### src/rtl/core/arp_pkg.sv
// shared constants, types and helper functions for the address range to prefix unit
`timescale 1ns / 1ps
`default_nettype none
package arp_pkg;

    localparam int ADDRESS_BITS_DEF = 32;
    localparam int FIELD_BITS       = 32;
    localparam int LENGTH_BITS      = 6;
    localparam int INDEX_BITS       = $clog2(FIELD_BITS);
    localparam int QUEUE_DEPTH      = 2;

    typedef struct packed {
        logic full;
        logic empty;
    } t_queue_status;

    function automatic logic [FIELD_BITS-1:0] reverse_bits(input logic [FIELD_BITS-1:0] v);
        logic [FIELD_BITS-1:0] r;
        r = '0;
        for (int i = 0; i < FIELD_BITS; i++) begin
            r[i] = v[FIELD_BITS-1-i];
        end
        return r;
    endfunction

    // one-hot block size: lower of the address alignment and the top bit of the count
    function automatic logic [FIELD_BITS-1:0] block_size(input logic [FIELD_BITS-1:0] addr,
                                                        input logic [FIELD_BITS-1:0] left);
        logic [FIELD_BITS-1:0] lo_addr;
        logic [FIELD_BITS-1:0] rev_left;
        logic [FIELD_BITS-1:0] hi_left;
        lo_addr  = addr & (~addr + FIELD_BITS'(1));
        rev_left = reverse_bits(left);
        hi_left  = reverse_bits(rev_left & (~rev_left + FIELD_BITS'(1)));
        return (lo_addr == '0 || hi_left < lo_addr) ? hi_left : lo_addr;
    endfunction

    function automatic logic [INDEX_BITS-1:0] onehot_index(input logic [FIELD_BITS-1:0] v);
        logic [INDEX_BITS-1:0] idx;
        idx = '0;
        for (int i = 0; i < FIELD_BITS; i++) begin
            if (v[i]) begin
                idx = idx | INDEX_BITS'(i);
            end
        end
        return idx;
    endfunction

endpackage
`default_nettype wire

### src/rtl/core/arp_front.sv
// front stage: takes a request, masks the address, clamps the count and queues it; a zero count is dropped
`timescale 1ns / 1ps
`default_nettype none
module arp_front #(
    parameter int ADDRESS_BITS = arp_pkg::ADDRESS_BITS_DEF
) (
    input  logic                                         i_clk,
    input  logic                                         i_rst_n,
    input  logic                                         i_start,
    input  logic [arp_pkg::FIELD_BITS-1:0]               i_start_address,
    input  logic [arp_pkg::FIELD_BITS-1:0]               i_address_count,
    input  arp_pkg::t_queue_status                       i_queue,
    output logic                                         o_busy,
    output logic                                         o_push,
    output logic [ADDRESS_BITS+arp_pkg::FIELD_BITS-1:0]  o_push_data
);
    import arp_pkg::*;

    localparam int CW = (ADDRESS_BITS > FIELD_BITS) ? ADDRESS_BITS : FIELD_BITS;

    logic                    r_vld;
    logic                    n_vld;
    logic [ADDRESS_BITS-1:0] r_addr;
    logic [FIELD_BITS-1:0]   r_count;
    logic                    drop;
    logic                    accept;
    logic                    advance;
    logic [ADDRESS_BITS-1:0] room;
    logic [FIELD_BITS-1:0]   cnt_m1;
    logic [FIELD_BITS-1:0]   left;

    assign drop    = (r_count == '0);
    assign o_busy  = r_vld && !drop && i_queue.full;
    assign accept  = i_start && !o_busy;
    assign advance = r_vld && (drop || !i_queue.full);
    assign room    = ~r_addr;
    assign cnt_m1  = r_count - FIELD_BITS'(1);

    // clamp at the top of the address space
    always_comb begin
        if (CW'(cnt_m1) > CW'(room)) begin
            left = FIELD_BITS'(room) + FIELD_BITS'(1);
        end else begin
            left = r_count;
        end
    end

    assign o_push      = r_vld && !drop && !i_queue.full;
    assign o_push_data = {r_addr, left};

    always_comb begin
        if (accept) begin
            n_vld = 1'b1;
        end else if (advance) begin
            n_vld = 1'b0;
        end else begin
            n_vld = r_vld;
        end
    end

    always_ff @(posedge i_clk) begin
        if (!i_rst_n) begin
            r_vld <= 1'b0;
        end else begin
            r_vld <= n_vld;
        end
    end

    always_ff @(posedge i_clk) begin
        if (accept) begin
            r_addr  <= ADDRESS_BITS'(i_start_address);
            r_count <= i_address_count;
        end
    end

endmodule
`default_nettype wire

### src/rtl/core/arp_queue.sv
// short request queue between the front and back stages
`timescale 1ns / 1ps
`default_nettype none
module arp_queue #(
    parameter int WIDTH = arp_pkg::ADDRESS_BITS_DEF + arp_pkg::FIELD_BITS
) (
    input  logic                   i_clk,
    input  logic                   i_rst_n,
    input  logic                   i_push,
    input  logic [WIDTH-1:0]       i_push_data,
    input  logic                   i_pop,
    output logic [WIDTH-1:0]       o_pop_data,
    output arp_pkg::t_queue_status o_status
);
    import arp_pkg::*;

    localparam int PW = (QUEUE_DEPTH > 1) ? $clog2(QUEUE_DEPTH) : 1;
    localparam int FW = $clog2(QUEUE_DEPTH + 1);

    logic [WIDTH-1:0] r_mem [QUEUE_DEPTH];
    logic [PW-1:0]    r_wr_ptr;
    logic [PW-1:0]    r_rd_ptr;
    logic [FW-1:0]    r_fill;
    logic [FW-1:0]    n_fill;

    assign o_status.full  = (r_fill == FW'(QUEUE_DEPTH));
    assign o_status.empty = (r_fill == '0);
    assign o_pop_data     = r_mem[r_rd_ptr];

    always_comb begin
        n_fill = r_fill;
        if (i_push && !i_pop) begin
            n_fill = r_fill + FW'(1);
        end else if (i_pop && !i_push) begin
            n_fill = r_fill - FW'(1);
        end
    end

    always_ff @(posedge i_clk) begin
        if (!i_rst_n) begin
            r_wr_ptr <= '0;
            r_rd_ptr <= '0;
            r_fill   <= '0;
        end else begin
            r_fill <= n_fill;
            if (i_push) begin
                r_wr_ptr <= (r_wr_ptr == PW'(QUEUE_DEPTH - 1)) ? '0 : r_wr_ptr + PW'(1);
            end
            if (i_pop) begin
                r_rd_ptr <= (r_rd_ptr == PW'(QUEUE_DEPTH - 1)) ? '0 : r_rd_ptr + PW'(1);
            end
        end
    end

    always_ff @(posedge i_clk) begin
        if (i_push) begin
            r_mem[r_wr_ptr] <= i_push_data;
        end
    end

endmodule
`default_nettype wire

### src/rtl/core/arp_back.sv
// back stage: walks one request and emits one aligned prefix per cycle
`timescale 1ns / 1ps
`default_nettype none
module arp_back #(
    parameter int ADDRESS_BITS = arp_pkg::ADDRESS_BITS_DEF
) (
    input  logic                                         i_clk,
    input  logic                                         i_rst_n,
    input  arp_pkg::t_queue_status                       i_queue,
    input  logic [ADDRESS_BITS+arp_pkg::FIELD_BITS-1:0]  i_pop_data,
    output logic                                         o_pop,
    output logic                                         o_prefix_valid,
    output logic [arp_pkg::FIELD_BITS-1:0]               o_prefix_base,
    output logic [arp_pkg::LENGTH_BITS-1:0]              o_prefix_length,
    output logic                                         o_last_prefix
);
    import arp_pkg::*;

    logic                    r_act;
    logic                    n_act;
    logic [ADDRESS_BITS-1:0] r_addr;
    logic [ADDRESS_BITS-1:0] n_addr;
    logic [FIELD_BITS-1:0]   r_left;
    logic [FIELD_BITS-1:0]   n_left;
    logic [FIELD_BITS-1:0]   size;
    logic [INDEX_BITS-1:0]   order;
    logic                    last;
    logic                    load;
    logic                    r_valid;
    logic [FIELD_BITS-1:0]   r_base;
    logic [LENGTH_BITS-1:0]  r_length;
    logic                    r_last;

    assign size  = block_size(FIELD_BITS'(r_addr), r_left);
    assign order = onehot_index(size);
    assign last  = (r_left == size);
    assign load  = (!r_act || last) && !i_queue.empty;
    assign o_pop = load;

    always_comb begin
        if (load) begin
            n_act  = 1'b1;
            n_addr = i_pop_data[ADDRESS_BITS+FIELD_BITS-1:FIELD_BITS];
            n_left = i_pop_data[FIELD_BITS-1:0];
        end else begin
            n_act  = r_act && !last;
            n_addr = r_addr + ADDRESS_BITS'(size);
            n_left = r_left - size;
        end
    end

    always_ff @(posedge i_clk) begin
        if (!i_rst_n) begin
            r_act   <= 1'b0;
            r_valid <= 1'b0;
        end else begin
            r_act   <= n_act;
            r_valid <= r_act;
        end
    end

    always_ff @(posedge i_clk) begin
        r_addr <= n_addr;
        r_left <= n_left;
        if (r_act) begin
            r_base   <= FIELD_BITS'(r_addr);
            r_length <= LENGTH_BITS'(7'(ADDRESS_BITS) - 7'(order));
            r_last   <= last;
        end
    end

    assign o_prefix_valid  = r_valid;
    assign o_prefix_base   = r_base;
    assign o_prefix_length = r_length;
    assign o_last_prefix   = r_last;

endmodule
`default_nettype wire

### src/rtl/core/address_range_to_prefixes_unit.sv
// top level of the address range to prefix unit
`timescale 1ns / 1ps
`default_nettype none
// A request (start address, address count) is taken when start is high and busy is low.
// The unit answers with the shortest ascending run of aligned prefixes covering the range,
// clamped at the top of the address space; a zero count yields no prefix. The back stage
// emits one prefix per clock cycle while it walks a request, and a request yields 1 to 62
// prefixes; the first passes the front register, the queue and the back stage registers.
// A front stage and a two-entry queue let further requests be taken while the back stage
// walks a range; busy rises only when both are full. Each prefix is shown for exactly one
// cycle with o_prefix_valid high and must be taken then: the receiver cannot stall it.
module address_range_to_prefixes_unit #(
    parameter int ADDRESS_BITS = arp_pkg::ADDRESS_BITS_DEF
) (
    input  logic                            i_clk,
    input  logic                            i_rst_n,
    input  logic                            start,
    output logic                            busy,
    input  logic [arp_pkg::FIELD_BITS-1:0]  i_start_address,
    input  logic [arp_pkg::FIELD_BITS-1:0]  i_address_count,
    output logic                            o_prefix_valid,
    output logic [arp_pkg::FIELD_BITS-1:0]  o_prefix_base,
    output logic [arp_pkg::LENGTH_BITS-1:0] o_prefix_length,
    output logic                            o_last_prefix
);
    import arp_pkg::*;

    localparam int QW = ADDRESS_BITS + FIELD_BITS;

    t_queue_status queue_status;
    logic          push;
    logic [QW-1:0] push_data;
    logic          pop;
    logic [QW-1:0] pop_data;

    arp_front #(
        .ADDRESS_BITS(ADDRESS_BITS)
    ) u_front (
        .i_clk          (i_clk),
        .i_rst_n        (i_rst_n),
        .i_start        (start),
        .i_start_address(i_start_address),
        .i_address_count(i_address_count),
        .i_queue        (queue_status),
        .o_busy         (busy),
        .o_push         (push),
        .o_push_data    (push_data)
    );

    arp_queue #(
        .WIDTH(QW)
    ) u_queue (
        .i_clk      (i_clk),
        .i_rst_n    (i_rst_n),
        .i_push     (push),
        .i_push_data(push_data),
        .i_pop      (pop),
        .o_pop_data (pop_data),
        .o_status   (queue_status)
    );

    arp_back #(
        .ADDRESS_BITS(ADDRESS_BITS)
    ) u_back (
        .i_clk          (i_clk),
        .i_rst_n        (i_rst_n),
        .i_queue        (queue_status),
        .i_pop_data     (pop_data),
        .o_pop          (pop),
        .o_prefix_valid (o_prefix_valid),
        .o_prefix_base  (o_prefix_base),
        .o_prefix_length(o_prefix_length),
        .o_last_prefix  (o_last_prefix)
    );

endmodule
`default_nettype wire

### config.mk
export PLATFORM = sky130hd
export DESIGN_NAME = address_range_to_prefixes_unit
export DESIGN_NICKNAME = d
export VERILOG_FILES = /design/src/rtl/core/arp_pkg.sv /design/src/rtl/core/arp_front.sv /design/src/rtl/core/arp_queue.sv /design/src/rtl/core/arp_back.sv /design/src/rtl/core/address_range_to_prefixes_unit.sv
export SDC_FILE = /design/constraint.sdc
export NUM_CORES = 1
export LEC_CHECK = 0
export BUFFER_PORTS_ARGS = -buffer_cell sky130_fd_sc_hd__buf_2
export CAP_MARGIN = 20
export CORE_AREA = 2 2 213 215
export CTS_CLUSTER_SIZE = 14
export DETAILED_ROUTE_END_ITERATION = 10
export DIE_AREA = 0 0 215 217
export PLACE_DENSITY_LB_ADDON = 0.1
export SLEW_MARGIN = 20
export SYNTH_ARGS = -nofsm -noshare
export SYNTH_HDL_FRONTEND = slang
export SYNTH_SLANG_ARGS = --single-unit
### constraint.sdc
create_clock -name i_clk -period 7.1 [get_ports i_clk]
set_input_delay 1.42 -clock i_clk [delete_from_list [all_inputs] [get_ports i_clk]]
set_output_delay 1.42 -clock i_clk [all_outputs]
set_load 0.05 [all_outputs]
==> run_results.csv <==
group,metric,value,unit
clock_tree,clock_sink_count,303,
synth,async_flop_share,0,
power,p_total,9100,uW
clock_tree,clkSlewWorstSetupHoldPaths,0.06,ns
critical_path,crit_slowest_cell,"or4_4",
final_layout,mostFrequentLayoutCells,"edfxtp_1 (231), buf_4 (175), nand2_1 (136)",
global_route,overflow,0,
timing,worstMarginPinSlew,0.970,ns
global_route,grt_max_degree,66,
timing,period_share,0.961,
timing,period_needed,6.83,ns
synth,synth_ff_type,"edfxtp_1",
synth,syn-cell-area,17600,um^2
power,p_per_area,425,nW/um^2
critical_path,critPathKind,"register to register",
final_layout,area_delta_synth_final,21.7,%
timing,max_freq,0.147,GHz
placement,io_buffers,107,
route,post-route-drc-count,0,
critical_path,cp_data_arrival_time,7.26,ns
clock_tree,cts_tree,"done",
critical_path,path_cells,"or4_4 -> or3b_4 -> or4_4 -> nor4b_1 -> buf_4 -> ha_1 -> nand3_1 -> nor3_2 -> o2111ai_4 -> a21oi_4 -> buf_4 -> buf_4 -> mux2_2 -> ha_1 -> and4_1 -> nand2_1 -> nor2_2 -> nand2_1 -> or4_4 -> a221o_4 -> buf_6 -> or4b_1 -> mux2i_1 -> nor4_1",
clock_tree,clock_path_buffers,3,
critical_path,start_kind,"register",
power,leakagePower,0.00885,uW
route,first_iter_violations,868,
die,initial_core_util,0.394,
critical_path,critical_path_required,7.54,ns
die,rows,78,
placement,place.gp.congestion,0.898,
timing,hold_viol_final,0,
route,wl_per_cell,19.1,um
timing,slew_viol_final,0,
outcome,status,"finished, final reports clean",
clock_tree,ctsHoldBuffers,0,
global_route,antenna_found_initial,0,
die,die-area,46700,um^2
timing,hold_slack,0.521,ns
timing,final-setup-viol-count,0,
synth,synth_seq_area_share,0.476,
clock_tree,cts_root_buf,"clkbuf_16",
global_route,track_usage,0.211,
timing,clock_skew,0.00933,ns
die,dieWidth,215,um
synth,synth_edf_count,231,
final_layout,drive_gt1_frac,0.223,
clock_tree,insertion_delay,0.55,ns
critical_path,crit_family,"simple AND/OR/NAND/NOR gates",
die,io_pins,108,
critical_path,path_buf_inv,4,
critical_path,slowest_delay,0.57,ns
die,die_y,217,um
final_layout,nNetsFinal,2134,
power,ir_drop,0.217,mV
route,num_vias,13442,
min_path,min_path_type,"register to register",
synth,synth_cells,1652,
critical_path,cp-end-kind,"register",
die,coreArea,44700,um^2
synth,syn_area_per_cell,10.7,um^2
critical_path,crit_start,"u_back.r_left[22]",
timing,slew_headroom,0.353,
synth,yosys.cell_types.count,73,
route,drt_wl_total,48.9,mm
synth,yosysWarnings,0,
final_layout,n_antenna_cell,0,
placement,dpl.hpwl,38.3,mm
route,avgViaCountPerCell,5.25,
clock_tree,cts_made_buffers,36,
route,postRouteAntennaNets,0,
global_route,first_global_vias,13402,
min_path,hold_start,"u_queue.r_fill[1]",
job,cap_violations,0,
critical_path,worstPathMaxFanout,30,
final_layout,mostFrequentLayoutCell,"edfxtp_1",
global_route,grt_first_pass_wirelength,75.7,mm
clock_tree,htreeDepth,2,
critical_path,reg2reg_from,"u_back.r_left[22]",
synth,yosys_register_bits,303,
route,dr.pass1.iters,5,
synth,syn_nets,1851,
## cell usage after synthesis (9+ instances only)
cell / instances / area share
a211o_1: 10 / 0.0050
a211oi_1: 14 / 0.0060
a21o_1: 32 / 0.014
a21oi_1: 77 / 0.022
a31o_2: 11 / 0.0055
a31oi_1: 15 / 0.0053
and2_1: 10 / 0.0036
and3_1: 9 / 0.0032
buf_2: 11 / 0.0031
clkbuf_1: 25 / 0.0053
dfxtp_1: 72 / 0.082
edfxtp_1: 231 / 0.39
ha_1: 130 / 0.092
inv_1: 89 / 0.019
mux2_2: 45 / 0.029
mux2i_1: 71 / 0.040
nand2_1: 136 / 0.029
nand2b_1: 16 / 0.0057
nand3_1: 45 / 0.013
nand3b_1: 14 / 0.0060
nand4_1: 33 / 0.012
nor2_1: 114 / 0.024
nor2b_1: 28 / 0.0099
nor3_1: 48 / 0.014
nor4_1: 30 / 0.011
o211ai_1: 11 / 0.0047
o21a_1: 20 / 0.0085
o21ai_0: 84 / 0.024
or3_1: 11 / 0.0039
or4_1: 10 / 0.0043
xnor2_1: 64 / 0.032
xor2_1: 49 / 0.024
## worst paths after layout
kind | endpoint | slack, ns | depth (start not counted)
setup reg to reg | u_back.r_addr[31] | 0.27 | 24
hold reg to reg | u_queue.r_fill[1] | 0.52 | 2
hold / removal | u_queue.r_fill[1] | 0.52 | 2
setup / recovery | u_back.r_addr[31] | 0.27 | 24
## where the power goes
group          switching (uW)  internal [uW]
sequential                306           2420
combinational            2590           1910
clock                     748           1130
total                    3650           5450
## worst reg2reg max path: stages, from the launching register on
cell       delay [ns]
dfxtp_1          0.34
or4_4            0.54
or3b_4           0.44
or4_4            0.55
nor4b_1          0.36
buf_4            0.17
ha_1             0.14
nand3_1          0.08
nor3_2           0.36
o2111ai_4        0.20
a21oi_4          0.26
buf_4            0.17
buf_4            0.11
mux2_2           0.36
ha_1             0.30
and4_1           0.24
nand2_1          0.08
nor2_2           0.12
nand2_1          0.10
or4_4            0.57
a221o_4          0.46
buf_6            0.20
or4b_1           0.20
mux2i_1          0.06
nor4_1           0.31
## repair_timing
action	4_1_cts	5_1_grt
gates cloned	0	1
gates resized for setup	1	19
buffers inserted	0	7
pin swaps	0	7
endpoints found under the setup margin	1	68
## registers in the layout, summed over array words and instances (netlist names), named ones only
| register | count |
|---|---|
| u_queue.r_wr_ptr | 1 |
| u_back.o_last_prefix | 1 |
| u_back.o_prefix_length | 6 |
| u_back.o_prefix_valid | 1 |
| u_back.r_left | 32 |
| u_back.r_addr | 32 |
| u_back.r_act | 1 |
| u_front.r_count | 32 |
| u_back.o_prefix_base | 32 |
| u_front.r_vld | 1 |
| u_queue.r_fill | 2 |
| u_queue.r_rd_ptr | 1 |
| u_front.r_addr | 32 |
| u_queue.r_mem | 128 |
## stage by stage
stage | std cells | worst slack [ns] | cell area (um^2) | utilization | setup TNS, ns
2_1_floorplan | 1652 | 0.00195 | 17600 | - | 0
3_3_place_gp | 2489 | 0.104 | 20100 | 0.449 | 0
3_5_place_dp | 2489 | -0.0107 | 20100 | 0.449 | -0.0107
4_1_cts | 2554 | 0.0311 | 21300 | 0.476 | 0
5_1_grt | 2562 | -0.0206 | 21400 | 0.480 | -0.0836
6_report | 2562 | 0.275 | 21400 | 0.480 | 0
## layout make-up
| class | count | area [um^2] |
|---|---|---|
| Timing Repair Buffer | 285 | 1900 |
| Sequential cell | 303 | 8380 |
| Inverter | 89 | 334 |
| Clock buffer | 48 | 986 |
| Fill cell | 4266 | 23300 |
| Tap cell | 600 | 751 |
| Multi-Input combinational cell | 1220 | 8860 |
| Clock inverter | 17 | 215 |
## cell families after synthesis
group,share of synthesized area
multiplexers,0.0699
buffers and inverters,0.0309
XOR/XNOR,0.0562
adder cells (fa/ha/maj),0.0946
flip-flops,0.476
AND/OR/NAND/NOR,0.158
AO/OA/AOI/OAI,0.114
## per-layer routing
metal | wire (um) | global-route usage
met2 | 22100 | 0.335
met4 | 1580 | 0.0743
met5 | 0 | 0
met1 | 23200 | 0.293
met3 | 2060 | 0.0317
Note: power is estimated with default switching activity, not from simulation.
